===== src/hw/rtl/pp_pkg.sv =====
// Shared types and constants for the polygon perimeter block.
package pp_pkg;

   // Width of the perimeter accumulator and its saturation value.
   localparam int SUM_W = 40;
   localparam logic [SUM_W-1:0] SUM_MAX = '1;

   // Depth of the edge queue between the front and back ends.
   localparam int QUEUE_DEPTH = 4;
   localparam int QPTR_W = $clog2(QUEUE_DEPTH);

   // Back-end sequencer states.
   typedef enum logic [2:0] {
      BK_IDLE,
      BK_SQX,
      BK_SQY,
      BK_START,
      BK_ROOT,
      BK_EMIT
   } pp_back_state_type;

endpackage


===== src/hw/rtl/pp_front.sv =====
// Front end: accepts vertices, tracks the first and previous vertex, and queues edge jobs.
module pp_front #(
   parameter int COORD_BITS = 16,
   localparam int JOB_W = 2 * COORD_BITS + 1
) (
   input  logic                         clock,
   input  logic                         reset,
   input  logic                         req_tvalid,
   output logic                         req_tready,
   input  logic signed [COORD_BITS-1:0] req_x,
   input  logic signed [COORD_BITS-1:0] req_y,
   input  logic                         req_last,
   output logic                         job_valid,
   input  logic                         job_ready,
   output logic [JOB_W-1:0]             job_data   // {final, |dy|, |dx|}
);

   logic signed [COORD_BITS-1:0] first_x_ff, first_x_in, first_y_ff, first_y_in;
   logic signed [COORD_BITS-1:0] prev_x_ff, prev_x_in, prev_y_ff, prev_y_in;
   logic signed [COORD_BITS-1:0] close_x, close_y;
   logic                         have_vertex_ff, have_vertex_in;
   logic                         hold_valid_ff, hold_valid_in;
   logic [JOB_W-1:0]             hold_job_ff, hold_job_in;
   logic [JOB_W-1:0]             prev_job, close_job;
   logic                         accept;

   // Magnitude of the difference of two signed coordinates; it always fits in COORD_BITS.
   function automatic logic [COORD_BITS-1:0] abs_diff(input logic [COORD_BITS-1:0] a,
                                                      input logic [COORD_BITS-1:0] b);
      logic [COORD_BITS:0] d;
      d = {a[COORD_BITS-1], a} - {b[COORD_BITS-1], b};
      if (d[COORD_BITS]) begin
         d = -d;
      end
      return d[COORD_BITS-1:0];
   endfunction

   // A new vertex is taken only when no closing edge is waiting and the queue has room.
   assign req_tready = !hold_valid_ff && job_ready;
   assign accept     = req_tvalid && req_tready;

   // The closing edge of a single-vertex polygon runs from the vertex to itself.
   assign close_x   = have_vertex_ff ? first_x_ff : req_x;
   assign close_y   = have_vertex_ff ? first_y_ff : req_y;
   assign prev_job  = {1'b0, abs_diff(req_y, prev_y_ff), abs_diff(req_x, prev_x_ff)};
   assign close_job = {1'b1, abs_diff(req_y, close_y), abs_diff(req_x, close_x)};

   // Per vertex: the edge from the previous vertex, if any, plus the closing edge if last.
   always_comb begin
      job_valid      = 1'b0;
      job_data       = prev_job;
      hold_valid_in  = hold_valid_ff;
      hold_job_in    = hold_job_ff;
      have_vertex_in = have_vertex_ff;
      first_x_in     = first_x_ff;
      first_y_in     = first_y_ff;
      prev_x_in      = prev_x_ff;
      prev_y_in      = prev_y_ff;
      if (hold_valid_ff) begin
         job_valid = 1'b1;
         job_data  = hold_job_ff;
         if (job_ready) begin
            hold_valid_in = 1'b0;
         end
      end else if (accept) begin
         prev_x_in = req_x;
         prev_y_in = req_y;
         if (have_vertex_ff) begin
            job_valid = 1'b1;
            if (req_last) begin
               hold_valid_in  = 1'b1;
               hold_job_in    = close_job;
               have_vertex_in = 1'b0;
            end
         end else begin
            first_x_in = req_x;
            first_y_in = req_y;
            if (req_last) begin
               job_valid = 1'b1;
               job_data  = close_job;
            end else begin
               have_vertex_in = 1'b1;
            end
         end
      end
   end

   // Control state.
   always_ff @(posedge clock) begin
      if (reset) begin
         have_vertex_ff <= 1'b0;
         hold_valid_ff  <= 1'b0;
      end else begin
         have_vertex_ff <= have_vertex_in;
         hold_valid_ff  <= hold_valid_in;
      end
   end

   // Vertex and pending job storage.
   always_ff @(posedge clock) begin
      first_x_ff  <= first_x_in;
      first_y_ff  <= first_y_in;
      prev_x_ff   <= prev_x_in;
      prev_y_ff   <= prev_y_in;
      hold_job_ff <= hold_job_in;
   end

endmodule


===== src/hw/rtl/pp_queue.sv =====
// Short FIFO that carries edge jobs from the front end to the back end.
module pp_queue import pp_pkg::*; #(
   parameter int WIDTH = 33
) (
   input  logic             clock,
   input  logic             reset,
   input  logic             push_valid,
   output logic             push_ready,
   input  logic [WIDTH-1:0] push_data,
   output logic             pop_valid,
   input  logic             pop_ready,
   output logic [WIDTH-1:0] pop_data
);

   logic [WIDTH-1:0]  entry_ff [QUEUE_DEPTH];
   logic [QPTR_W-1:0] wr_ptr_ff, rd_ptr_ff;
   logic [QPTR_W:0]   count_ff;
   logic              do_push, do_pop;

   assign push_ready = (count_ff != (QPTR_W + 1)'(QUEUE_DEPTH));
   assign pop_valid  = (count_ff != '0);
   assign pop_data   = entry_ff[rd_ptr_ff];
   assign do_push    = push_valid && push_ready;
   assign do_pop     = pop_valid && pop_ready;

   // Pointers and occupancy.
   always_ff @(posedge clock) begin
      if (reset) begin
         wr_ptr_ff <= '0;
         rd_ptr_ff <= '0;
         count_ff  <= '0;
      end else begin
         if (do_push) begin
            wr_ptr_ff <= wr_ptr_ff + 1'b1;
         end
         if (do_pop) begin
            rd_ptr_ff <= rd_ptr_ff + 1'b1;
         end
         if (do_push && !do_pop) begin
            count_ff <= count_ff + 1'b1;
         end else if (do_pop && !do_push) begin
            count_ff <= count_ff - 1'b1;
         end
      end
   end

   // Entry storage.
   always_ff @(posedge clock) begin
      if (do_push) begin
         entry_ff[wr_ptr_ff] <= push_data;
      end
   end

endmodule


===== src/hw/rtl/pp_sqrt.sv =====
// Bit-serial integer square root, one root bit per cycle.
module pp_sqrt #(
   parameter int ROOT_W = 25,
   localparam int RAD_W = 2 * ROOT_W,
   localparam int CNT_W = $clog2(ROOT_W + 1)
) (
   input  logic              clock,
   input  logic              reset,
   input  logic              start,
   input  logic [RAD_W-1:0]  radicand,
   output logic              busy,
   output logic              done,
   output logic [ROOT_W-1:0] root
);

   logic              busy_ff, busy_in, done_ff, done_in;
   logic [CNT_W-1:0]  count_ff, count_in;
   logic [RAD_W-1:0]  rad_ff, rad_in;
   logic [ROOT_W:0]   rem_ff, rem_in;
   logic [ROOT_W-1:0] root_ff, root_in;
   logic [ROOT_W+2:0] shifted, trial, diff;
   logic              take;

   assign busy = busy_ff;
   assign done = done_ff;
   assign root = root_ff;

   // One restoring step: bring down two radicand bits and try the next root bit.
   assign shifted = {rem_ff, rad_ff[RAD_W-1 -: 2]};
   assign trial   = {1'b0, root_ff, 2'b01};
   assign diff    = shifted - trial;
   assign take    = (shifted >= trial);

   always_comb begin
      busy_in  = busy_ff;
      done_in  = 1'b0;
      count_in = count_ff;
      rad_in   = rad_ff;
      rem_in   = rem_ff;
      root_in  = root_ff;
      if (start) begin
         busy_in  = 1'b1;
         count_in = CNT_W'(ROOT_W);
         rad_in   = radicand;
         rem_in   = '0;
         root_in  = '0;
      end else if (busy_ff) begin
         count_in = count_ff - 1'b1;
         rad_in   = rad_ff << 2;
         rem_in   = take ? diff[ROOT_W:0] : shifted[ROOT_W:0];
         root_in  = {root_ff[ROOT_W-2:0], take};
         if (count_ff == CNT_W'(1)) begin
            busy_in = 1'b0;
            done_in = 1'b1;
         end
      end
   end

   // Control state.
   always_ff @(posedge clock) begin
      if (reset) begin
         busy_ff  <= 1'b0;
         done_ff  <= 1'b0;
         count_ff <= '0;
      end else begin
         busy_ff  <= busy_in;
         done_ff  <= done_in;
         count_ff <= count_in;
      end
   end

   // Datapath.
   always_ff @(posedge clock) begin
      rad_ff  <= rad_in;
      rem_ff  <= rem_in;
      root_ff <= root_in;
   end

endmodule


===== src/hw/rtl/pp_back.sv =====
// Back end: squares each edge, runs the root, accumulates and emits the perimeter.
module pp_back import pp_pkg::*; #(
   parameter int COORD_BITS = 16,
   parameter int FRAC_BITS = 8,
   localparam int JOB_W = 2 * COORD_BITS + 1,
   localparam int ROOT_W = COORD_BITS + 1 + FRAC_BITS,
   localparam int RAD_W = 2 * ROOT_W
) (
   input  logic              clock,
   input  logic              reset,
   input  logic              job_valid,
   output logic              job_ready,
   input  logic [JOB_W-1:0]  job_data,
   output logic              sq_start,
   output logic [RAD_W-1:0]  sq_radicand,
   input  logic              sq_done,
   input  logic [ROOT_W-1:0] sq_root,
   output logic              rsp_tvalid,
   input  logic              rsp_tready,
   output logic [SUM_W-1:0]  rsp_perimeter,
   output logic              rsp_saturated
);

   localparam int SQ_W = 2 * COORD_BITS;
   localparam int ADD_W = ((ROOT_W > SUM_W) ? ROOT_W : SUM_W) + 1;

   pp_back_state_type state_ff, state_in;

   logic [COORD_BITS-1:0] ux_ff, uy_ff, mul_op;
   logic                  final_ff;
   logic [SQ_W-1:0]       prod_ff, sqx_ff;
   logic [SQ_W:0]         sq_sum;
   logic [ADD_W-1:0]      add_sum;
   logic [SUM_W-1:0]      sum_ff, sum_in, out_perim_ff;
   logic                  sat_ff, sat_in, out_sat_ff;
   logic                  out_valid_ff, out_valid_in;
   logic                  load_job, acc_en, emit_en;

   // Next-state logic.
   always_comb begin
      state_in = state_ff;
      unique case (state_ff)
         BK_IDLE:  if (job_valid) begin
            state_in = BK_SQX;
         end
         BK_SQX:   state_in = BK_SQY;
         BK_SQY:   state_in = BK_START;
         BK_START: state_in = BK_ROOT;
         BK_ROOT:  if (sq_done) begin
            state_in = final_ff ? BK_EMIT : BK_IDLE;
         end
         BK_EMIT:  if (!out_valid_ff || rsp_tready) begin
            state_in = BK_IDLE;
         end
         default:  state_in = BK_IDLE;
      endcase
   end

   // State-decoded controls.
   always_comb begin
      job_ready = 1'b0;
      sq_start  = 1'b0;
      acc_en    = 1'b0;
      emit_en   = 1'b0;
      mul_op    = uy_ff;
      unique case (state_ff)
         BK_IDLE:  job_ready = 1'b1;
         BK_SQX:   mul_op = ux_ff;
         BK_SQY:   mul_op = uy_ff;
         BK_START: sq_start = 1'b1;
         BK_ROOT:  acc_en = sq_done;
         BK_EMIT:  emit_en = !out_valid_ff || rsp_tready;
         default:  job_ready = 1'b0;
      endcase
   end

   assign load_job = job_valid && job_ready;

   // Squared length scaled by the fraction bits forms the radicand.
   assign sq_sum      = {1'b0, sqx_ff} + {1'b0, prod_ff};
   assign sq_radicand = RAD_W'(sq_sum) << (2 * FRAC_BITS);

   // Saturating accumulation of edge lengths; emission clears the polygon sum.
   assign add_sum = ADD_W'(sum_ff) + ADD_W'(sq_root);

   always_comb begin
      sum_in       = sum_ff;
      sat_in       = sat_ff;
      out_valid_in = out_valid_ff && !rsp_tready;
      if (acc_en) begin
         if (add_sum[ADD_W-1:SUM_W] != '0) begin
            sum_in = SUM_MAX;
            sat_in = 1'b1;
         end else begin
            sum_in = add_sum[SUM_W-1:0];
         end
      end else if (emit_en) begin
         sum_in       = '0;
         sat_in       = 1'b0;
         out_valid_in = 1'b1;
      end
   end

   // Control state.
   always_ff @(posedge clock) begin
      if (reset) begin
         state_ff     <= BK_IDLE;
         sum_ff       <= '0;
         sat_ff       <= 1'b0;
         out_valid_ff <= 1'b0;
      end else begin
         state_ff     <= state_in;
         sum_ff       <= sum_in;
         sat_ff       <= sat_in;
         out_valid_ff <= out_valid_in;
      end
   end

   // Job capture, shared squarer and result register.
   always_ff @(posedge clock) begin
      if (load_job) begin
         ux_ff    <= job_data[COORD_BITS-1:0];
         uy_ff    <= job_data[2*COORD_BITS-1:COORD_BITS];
         final_ff <= job_data[JOB_W-1];
      end
      prod_ff <= SQ_W'(mul_op) * SQ_W'(mul_op);
      if (state_ff == BK_SQY) begin
         sqx_ff <= prod_ff;
      end
      if (emit_en) begin
         out_perim_ff <= sum_ff;
         out_sat_ff   <= sat_ff;
      end
   end

   assign rsp_tvalid    = out_valid_ff;
   assign rsp_perimeter = out_perim_ff;
   assign rsp_saturated = out_sat_ff;

endmodule


===== src/hw/rtl/polygon_perimeter_top.sv =====
// Polygon perimeter top level: front end, edge queue, square-root unit and back end.
//
// Vertices stream in one request at a time; every vertex after the first of a polygon
// yields one edge, and the vertex marked last also yields the closing edge back to the
// first vertex, after which the perimeter (unsigned, FRAC_BITS fraction bits, saturating
// at 2^40 - 1) and a saturation flag are sent. A single vertex gives zero. Each edge
// passes through the back end as a queue pop, two passes through the shared squarer,
// the root start, the bit-serial square-root unit, which sets the throughput, and the
// capture of the root. A last vertex adds the closing edge and a result-register load.
// The front end keeps accepting vertices until the four-entry queue fills, and it
// pauses after the last vertex of a longer polygon until its closing edge is queued.
module polygon_perimeter_top import pp_pkg::*; #(
   parameter int COORD_BITS = 16,
   parameter int FRAC_BITS = 8
) (
   input  logic                                   clock,
   input  logic                                   reset,
   input  logic                                   req_tvalid,
   output logic                                   req_tready,
   input  logic [((2*COORD_BITS+7)/8)*8-1:0]      req_tdata,  // x_coord, y_coord
   input  logic                                   req_tlast,  // is_last
   output logic                                   rsp_tvalid,
   input  logic                                   rsp_tready,
   output logic [SUM_W-1:0]                       rsp_tdata,  // perimeter
   output logic [0:0]                             rsp_tuser   // saturated
);

   localparam int JOB_W = 2 * COORD_BITS + 1;
   localparam int ROOT_W = COORD_BITS + 1 + FRAC_BITS;
   localparam int RAD_W = 2 * ROOT_W;

   logic                         fr_valid, fr_ready, bk_valid, bk_ready;
   logic [JOB_W-1:0]             fr_data, bk_data;
   logic                         sq_start, sq_busy, sq_done;
   logic [RAD_W-1:0]             sq_radicand;
   logic [ROOT_W-1:0]            sq_root;
   logic                         rsp_sat;

   // Vertex intake.
   pp_front #(
      .COORD_BITS(COORD_BITS)
   ) u_front (
      .clock      (clock),
      .reset      (reset),
      .req_tvalid (req_tvalid),
      .req_tready (req_tready),
      .req_x      (req_tdata[COORD_BITS-1:0]),
      .req_y      (req_tdata[2*COORD_BITS-1:COORD_BITS]),
      .req_last   (req_tlast),
      .job_valid  (fr_valid),
      .job_ready  (fr_ready),
      .job_data   (fr_data)
   );

   // Edge queue.
   pp_queue #(
      .WIDTH(JOB_W)
   ) u_queue (
      .clock      (clock),
      .reset      (reset),
      .push_valid (fr_valid),
      .push_ready (fr_ready),
      .push_data  (fr_data),
      .pop_valid  (bk_valid),
      .pop_ready  (bk_ready),
      .pop_data   (bk_data)
   );

   // Square-root unit.
   pp_sqrt #(
      .ROOT_W(ROOT_W)
   ) u_sqrt (
      .clock    (clock),
      .reset    (reset),
      .start    (sq_start),
      .radicand (sq_radicand),
      .busy     (sq_busy),
      .done     (sq_done),
      .root     (sq_root)
   );

   // Edge arithmetic and result.
   pp_back #(
      .COORD_BITS(COORD_BITS),
      .FRAC_BITS (FRAC_BITS)
   ) u_back (
      .clock         (clock),
      .reset         (reset),
      .job_valid     (bk_valid),
      .job_ready     (bk_ready),
      .job_data      (bk_data),
      .sq_start      (sq_start),
      .sq_radicand   (sq_radicand),
      .sq_done       (sq_done),
      .sq_root       (sq_root),
      .rsp_tvalid    (rsp_tvalid),
      .rsp_tready    (rsp_tready),
      .rsp_perimeter (rsp_tdata),
      .rsp_saturated (rsp_sat)
   );

   assign rsp_tuser = rsp_sat;

`ifndef ASSERT_OFF
   // The root unit is never restarted while it is still working.
   a_start_idle: assert property (@(posedge clock) disable iff (reset)
      sq_start |-> !sq_busy)
      else $error("square root started while busy");

   // A root completes only at the end of a busy run.
   a_done_after_busy: assert property (@(posedge clock) disable iff (reset)
      sq_done |-> $past(sq_busy) && !sq_busy)
      else $error("square root done without a preceding busy run");

   // A saturated result always carries the full-scale perimeter.
   a_sat_full: assert property (@(posedge clock) disable iff (reset)
      rsp_tvalid && rsp_tuser[0] |-> rsp_tdata == SUM_MAX)
      else $error("saturated result without full-scale perimeter");
`endif

endmodule


===== config.mk =====
export PLATFORM = sky130hd
export DESIGN_NAME = polygon_perimeter_top
export DESIGN_NICKNAME = d
export VERILOG_FILES = /design/src/hw/rtl/pp_pkg.sv /design/src/hw/rtl/pp_front.sv /design/src/hw/rtl/pp_queue.sv /design/src/hw/rtl/pp_sqrt.sv /design/src/hw/rtl/pp_back.sv /design/src/hw/rtl/polygon_perimeter_top.sv
export SDC_FILE = /design/constraint.sdc
export NUM_CORES = 1
export LEC_CHECK = 0
export BUFFER_PORTS_ARGS = -buffer_cell sky130_fd_sc_hd__buf_2
export CAP_MARGIN = 20
export CORE_ASPECT_RATIO = 0.5
export CORE_MARGIN = 2
export CORE_UTILIZATION = 62
export DETAILED_ROUTE_END_ITERATION = 12
export GPL_TIMING_DRIVEN = 0
export PLACE_DENSITY_LB_ADDON = 0.2
export SYNTH_ARGS = -nofsm -noshare
export SYNTH_HDL_FRONTEND = slang
export SYNTH_HIERARCHICAL = 1
export SYNTH_SLANG_ARGS = --single-unit

===== constraint.sdc =====
create_clock -name clock -period 9 [get_ports clock]
set_clock_uncertainty 0.2 [all_clocks]
set_input_delay 0.9 -clock clock [delete_from_list [all_inputs] [get_ports clock]]
set_output_delay 0.9 -clock clock [all_outputs]
set_load 0.03 [all_outputs]

==> results of run 1 <==
## area by class of cell
| cell class | instances | share of cell area, % |
|---|---|---|
| multi-input cells | 2292 | 49.7 |
| flip-flops and latches | 528 | 37.2 |
| inverters | 398 | 3.89 |
| clock buffers | 61 | 3.31 |
| well taps | 768 | 2.48 |
| plain buffers | 114 | 1.50 |
| repair buffers | 87 | 1.27 |
| clock inverters | 28 | 0.592 |
## layer usage
metal / up-vias / GRT usage, % / part of all wire, %
met5: - / 0 / 0
li1: 12100 / - / -
met3: 145 / 3.62 / 5.4
met2: 723 / 42.8 / 46
met4: 0 / 7.40 / 2.8
met1: 12300 / 38.3 / 46
## critical path: cells and delay by family (launching register included)
kind	cells	cell delay [ns]
buf+inv	10	1.49
fa+ha+maj	7	3.37
compound gates	7	1.65
xor+xnor	1	0.12
simple gates	3	0.87
flops	1	0.31
mux	1	0.63
## worst paths after layout
| check | startpoint | end | slack [ns] | cells after the start |
|---|---|---|---|---|
| worst max-delay path | u_back/state_ff[1] | u_back/prod_ff[28] | 0.26 | 29 |
| worst min-delay path | u_back/prod_ff[16] | u_back/sqx_ff[16] | 0.23 | 0 |
| worst max register to register | u_back/state_ff[1] | u_back/prod_ff[28] | 0.26 | 29 |
| worst min register to register | u_back/prod_ff[16] | u_back/sqx_ff[16] | 0.23 | 0 |
## registers in the layout, summed over array words and instances, names as in the netlist, 25 cells and up, named ones only
name / flops
u_sqrt/root: 25
u_back/sum_ff: 40
u_sqrt/rad_ff: 50
u_sqrt/rem_ff: 26
u_queue/entry_ff: 132
u_front/hold_job_ff: 32
u_back/rsp_perimeter: 40
u_back/prod_ff: 31
u_back/sqx_ff: 31
## kinds of logic (layout without fill, tap and decap cells)
logic type | count (synthesis) | in the layout | share of synthesized area, %
AO/OA/AOI/OAI | 698 | 698 | 13.3
multiplexers | 188 | 188 | 6.70
other | 1 | 17 | 0.0105
flip-flops | 528 | 528 | 40.5
adder cells (fa/ha/maj) | 427 | 427 | 18.6
buffers and inverters | 513 | 688 | 5.84
AND/OR/NAND/NOR | 772 | 772 | 10.4
XOR/XNOR | 190 | 190 | 4.68
## repair_timing
action | in CTS | in global routing
cloned | 0 | 0
resized for setup | 3 | 11
hold buffers | 0 | 0
endpoints found under the setup margin | 4 | 9
## cells in the final DEF, fill, tap and decap left out, types with 18 or more instances in the layout
master,netlist,final
a211oi_1,26,26
a21o_1,62,62
a21oi_1,184,184
a22oi_1,26,26
a31oi_1,37,37
and2_1,27,23
and3_1,23,22
buf_2,10,89
buf_4,18,21
clkbuf_1,69,78
clkbuf_16,0,48
dfxtp_1,145,145
edfxtp_1,383,383
fa_1,170,170
ha_1,257,257
inv_1,391,389
mux2_2,59,59
mux2i_1,94,88
mux4_2,30,30
nand2_1,196,196
nand2b_1,26,26
nand3_1,37,37
nand4_1,18,18
nor2_1,275,275
nor2b_1,33,33
nor3_1,52,52
o211ai_1,23,23
o21a_1,26,26
o21ai_0,125,125
o21bai_1,24,24
xnor2_1,124,124
xor2_1,66,66
## metrics by stage
stage / setup WS, ns / hold WS [ns]
detailed placement: -0.183 / 0.227
finish: 0.265 / 0.230
global route: -0.0282 / 0.258
floorplan: 1.31 / 0.208
global placement: -0.134 / 0.219
CTS: 0.0657 / 0.244
==> metrics, run 1 <==
outcome=finished, final reports clean; Final Hold Viols=0; Area contributors post-synth=edfxtp_1 (32%), fa_1 (9.6%), ha_1 (9.0%); critical-path maximum fanout=10; Post-DP Area=~37000 µm²; Filler cells=~4400; vias=around 25000; Req. time, crit path=between 9 and 10 ns; Mapped Avg Cell Area=10.7 µm²; cells after synthesis=between 3000 and 4000; flip-flop and latch area=14400 µm²; CP arrival=around 9.0 ns; Finished Layout Cells=4276; Fin Setup TNS=0 ns; total track usage=between 20% and 30%; post-synthesis register bit count=approximately 530; Clock Tree Buf Depth=3; Setup crit start kind=flop; CTS clk-pin slew, worst paths=around 0.070 ns; H-tree depth=2; area occupied by multi-input gates=~19000 µm²; Synth top cells by count=inv_1 (391), edfxtp_1 (383), nor2_1 (275), ha_1 (257), nand2_1 (196); Nets=3933; Primary FF master, synth=edfxtp_1; vias in the first global route=24900; relative slew slack=around a quarter; Final period util=a little over nine tenths; gr ovfl total=0; DRT Pass-1 Iters=7; top cell type by total area after synthesis=edfxtp_1; Area Growth Syn to Fin=8.74%; Yosys top cell area share=32.3%; row cnt=62; largest net degree at the start of global routing=approximately 70; WL final=between 70 and 80 mm; ant diodes=0; Finished Core Util=approximately 68%; minimum clock period=between 8 and 9 ns; cell with the most instances after synthesis=inv_1; global placer's final weighted congestion=0.931; post-DP HPWL=approximately 60 mm; CTS tree=yes; critical path's most frequent cell=inv_1; Synthesis Warnings=6; Initial DRC Count=between 1500 and 2000; Setup CP Type=reg -> reg; total CTS buffers=between 40 and 50; placed cell count=roughly 4200; Max-cap violations=0; postcts setup bufs=0; antenna violations before repair=0; Mapped Area=between 30000 and 40000 µm²; Min-Delay Path Class=reg -> reg; Max stage delay on crit path=about 0.63 ns; count of final setup violators=0; PortBufs=79; Root Buffer=clkbuf_16; Tightest Pin Transition=~1.1 ns; post-synthesis sequential area ratio=40.5%; DR WL/cell=18.5 µm; maximum clock frequency=114 MHz; share of cells above drive strength 1=10.2%; first-pass GRT wire length=roughly 130 mm; post-route cell area=a little under 40000 µm²; Post-DRT Antenna Nets=0; Remaining DRCs=0; die area=~60000 µm²; library cells used by synthesis=about 120; number of synthesized flops with an enable pin=383; CP endpoint kind=flop; ys async rst share=0%; height of the die=between 150 and 200 µm; # IOs=80; Initial Util=between 60% and 70%; drt via density=between 5 and 6; Die Wd=between 300 and 400 µm; # clock sinks=528; Clk Latency, worst-skew pair=roughly 0.6 ns; Critical-path top delay cell=mux2i_4; Slew Viols, Final=0; CORE AREA=~57000 µm²
Power of run 1 is not shown: default switching activity piles up to over one toggle a cycle in this logic, so the estimate is an artifact.
==> run 2: changes to the inputs <==
- CORE_ASPECT_RATIO: 0.5 -> default
- CORE_UTILIZATION: 62 -> 30
==> run 2 against run 1 <==
  * Wire length is 9.9% higher
  * Die area rose by 100%
  * Non-clock buffer count increased by 7
  * Sequential share of layout area is 1.6 points lower
  * Count of clock-buffer cells in the layout grew 20
  * Worst setup slack improved by 0.22 ns
  * Hold slack better by 0.012 ns
  * Core utilization fell by 34 points
  * Sequential cell count unchanged
  * Critical path depth increased by 1
==> metrics, run 2 (same netlist as run 1, synthesis figures left out) <==
outcome=finished, final reports clean; die area=121000 µm² (+100%); count of final setup violators=0 (unchanged); Final Hold Viols=0 (unchanged); Worst Path Buf+Inv=11 (+1); H-tree depth=3 (+1); WL final=86.7 mm (+9.9%); Initial Util=30.2% (-32 points); minimum clock period=8.52 ns (-0.218 ns); CTS clk-pin slew, worst paths=0.05 ns (-0.02 ns); PortBufs=79 (unchanged); max FFs per register=132 (unchanged); DRT Pass-1 Iters=5 (-2); DR WL/cell=17.1 µm (-7.6%); Largest regs=u_queue/entry_ff (132), u_sqrt/rad_ff (50); CTS tree=yes; RSZ-0062 raised after global routing=no; # clock sinks=528 (unchanged); Tightest Pin Transition=1.10 ns (+0.00887 ns); CP arrival=8.86 ns (-0.18 ns); Die Wd=348 µm (+1.6%); post-CTS sizing=4 (+1); drt via density=4.83 (-18%); largest net degree at the start of global routing=45 (-35%); Remaining DRCs=0 (unchanged); Clk Latency, worst-skew pair=0.64 ns (+0.04 ns); gr ovfl total=0 (unchanged); Area Growth Syn to Fin=13.7%; # IOs=80 (unchanged); CORE AREA=118000 µm² (+110%); CP endpoint kind=flop; hold buffers post-CTS=0 (unchanged); Setup CP Type=reg -> reg; ant diodes=0 (unchanged); antenna violations before repair=1 (+1); Filler cells=11900 (+170%); cell family with most CP delay=adder cells; vias in the first global route=25100 (+1.0%); Root Buffer=clkbuf_16; Min-Delay Path Class=reg -> reg; global placer's final weighted congestion=0.814 (-13%); relative slew slack=24.3% (-2.0 points); height of the die=348 µm (+100%); total CTS buffers=67 (+40%); Max stage delay on crit path=0.52 ns (-0.11 ns); Setup WS pre-CTS=-0.754 ns (-0.571 ns); critical path's most frequent cell=inv_1; Top reg by flops=u_queue/entry_ff; Critical-path top delay cell=fa_1; postcts setup bufs=0 (unchanged); first-pass GRT wire length=139 mm (+8.4%); maximum clock frequency=117 MHz (+2.6%); Setup crit start kind=flop; critical-path maximum fanout=10 (unchanged); worst setup margin=0.483 ns (+0.218 ns); Slew Viols, Final=0 (unchanged); Final period util=94.6% (-2.4 points); Nets=3959 (+0.66%); Initial DRC Count=1375 (-27%); Clock Tree Buf Depth=3 (unchanged); Post-DRT Antenna Nets=0 (unchanged); total track usage=14.4% (-12 points); Req. time, crit path=9.35 ns (+0.05 ns); most frequent cells in the layout=inv_1 (389), edfxtp_1 (383), nor2_1 (275), ha_1 (257), nand2_1 (196); flip-flop and latch area=14400 µm² (unchanged); share of cells above drive strength 1=11.3% (+1.1 points); commonest non-fill, non-tap cell in the layout=inv_1; vias=24500 (-2.7%); post-DP HPWL=66.3 mm (+12%); row cnt=126 (+100%); Max-cap violations=0 (unchanged); area occupied by multi-input gates=19200 µm² (about the same)
-- run 2: changes by cell type in the layout (fill, tap and decap cells not counted), sizes merged --
| cell | before | now |
|---|---|---|
| bufinv | 2 | 6 |
| inv | 396 | 398 |
| clkinvlp | 7 | 4 |
| clkbuf | 130 | 150 |
| buf | 132 | 139 |
| clkinv | 21 | 30 |
-- run 2: metal layers --
layer	GRT usage [%]	vias up	wire length [µm]
met2	24.1	335	41000
met1	19.2	12000	40900
met3	2.13	94	2860
met5	0	-	0
met4	4.30	0	2010
li1	-	12100	-
-- run 2: area by class of cell --
class                           instances  area share (%)
Multi-Input combinational cell       2292            47.5
Sequential cell                       528            35.6
Tap cell                             1536            4.75
Clock buffer                           81            4.37
Inverter                              398            3.72
Timing Repair Buffer                   94            1.48
Buffer                                114            1.44
Clock inverter                         40            1.09
-- run 2: final timing paths --
check	from	endpoint	slack [ns]	cells past startpoint
max	u_back/state_ff[1]	u_back/prod_ff[28]	0.48	30
min	u_back/prod_ff[21]	u_back/sqx_ff[21]	0.24	0
max reg2reg	u_back/state_ff[1]	u_back/prod_ff[28]	0.48	30
min reg2reg	u_back/prod_ff[21]	u_back/sqx_ff[21]	0.24	0
-- run 2: through the flow --
step	utilization, %	area [µm²]	hold slack (ns)	setup TNS, ns	cells
after detailed placement	32.4	38200	0.232	-5.01	4963
after floorplan	-	35600	0.208	0	3333
after CTS	34.3	40400	0.214	0	5084
after global routing	34.3	40400	0.239	0	5083
final	34.3	40400	0.242	0	5083
after global placement	32.2	38000	0.228	-13.69	4948
Power of run 2 is left out for the same reason.
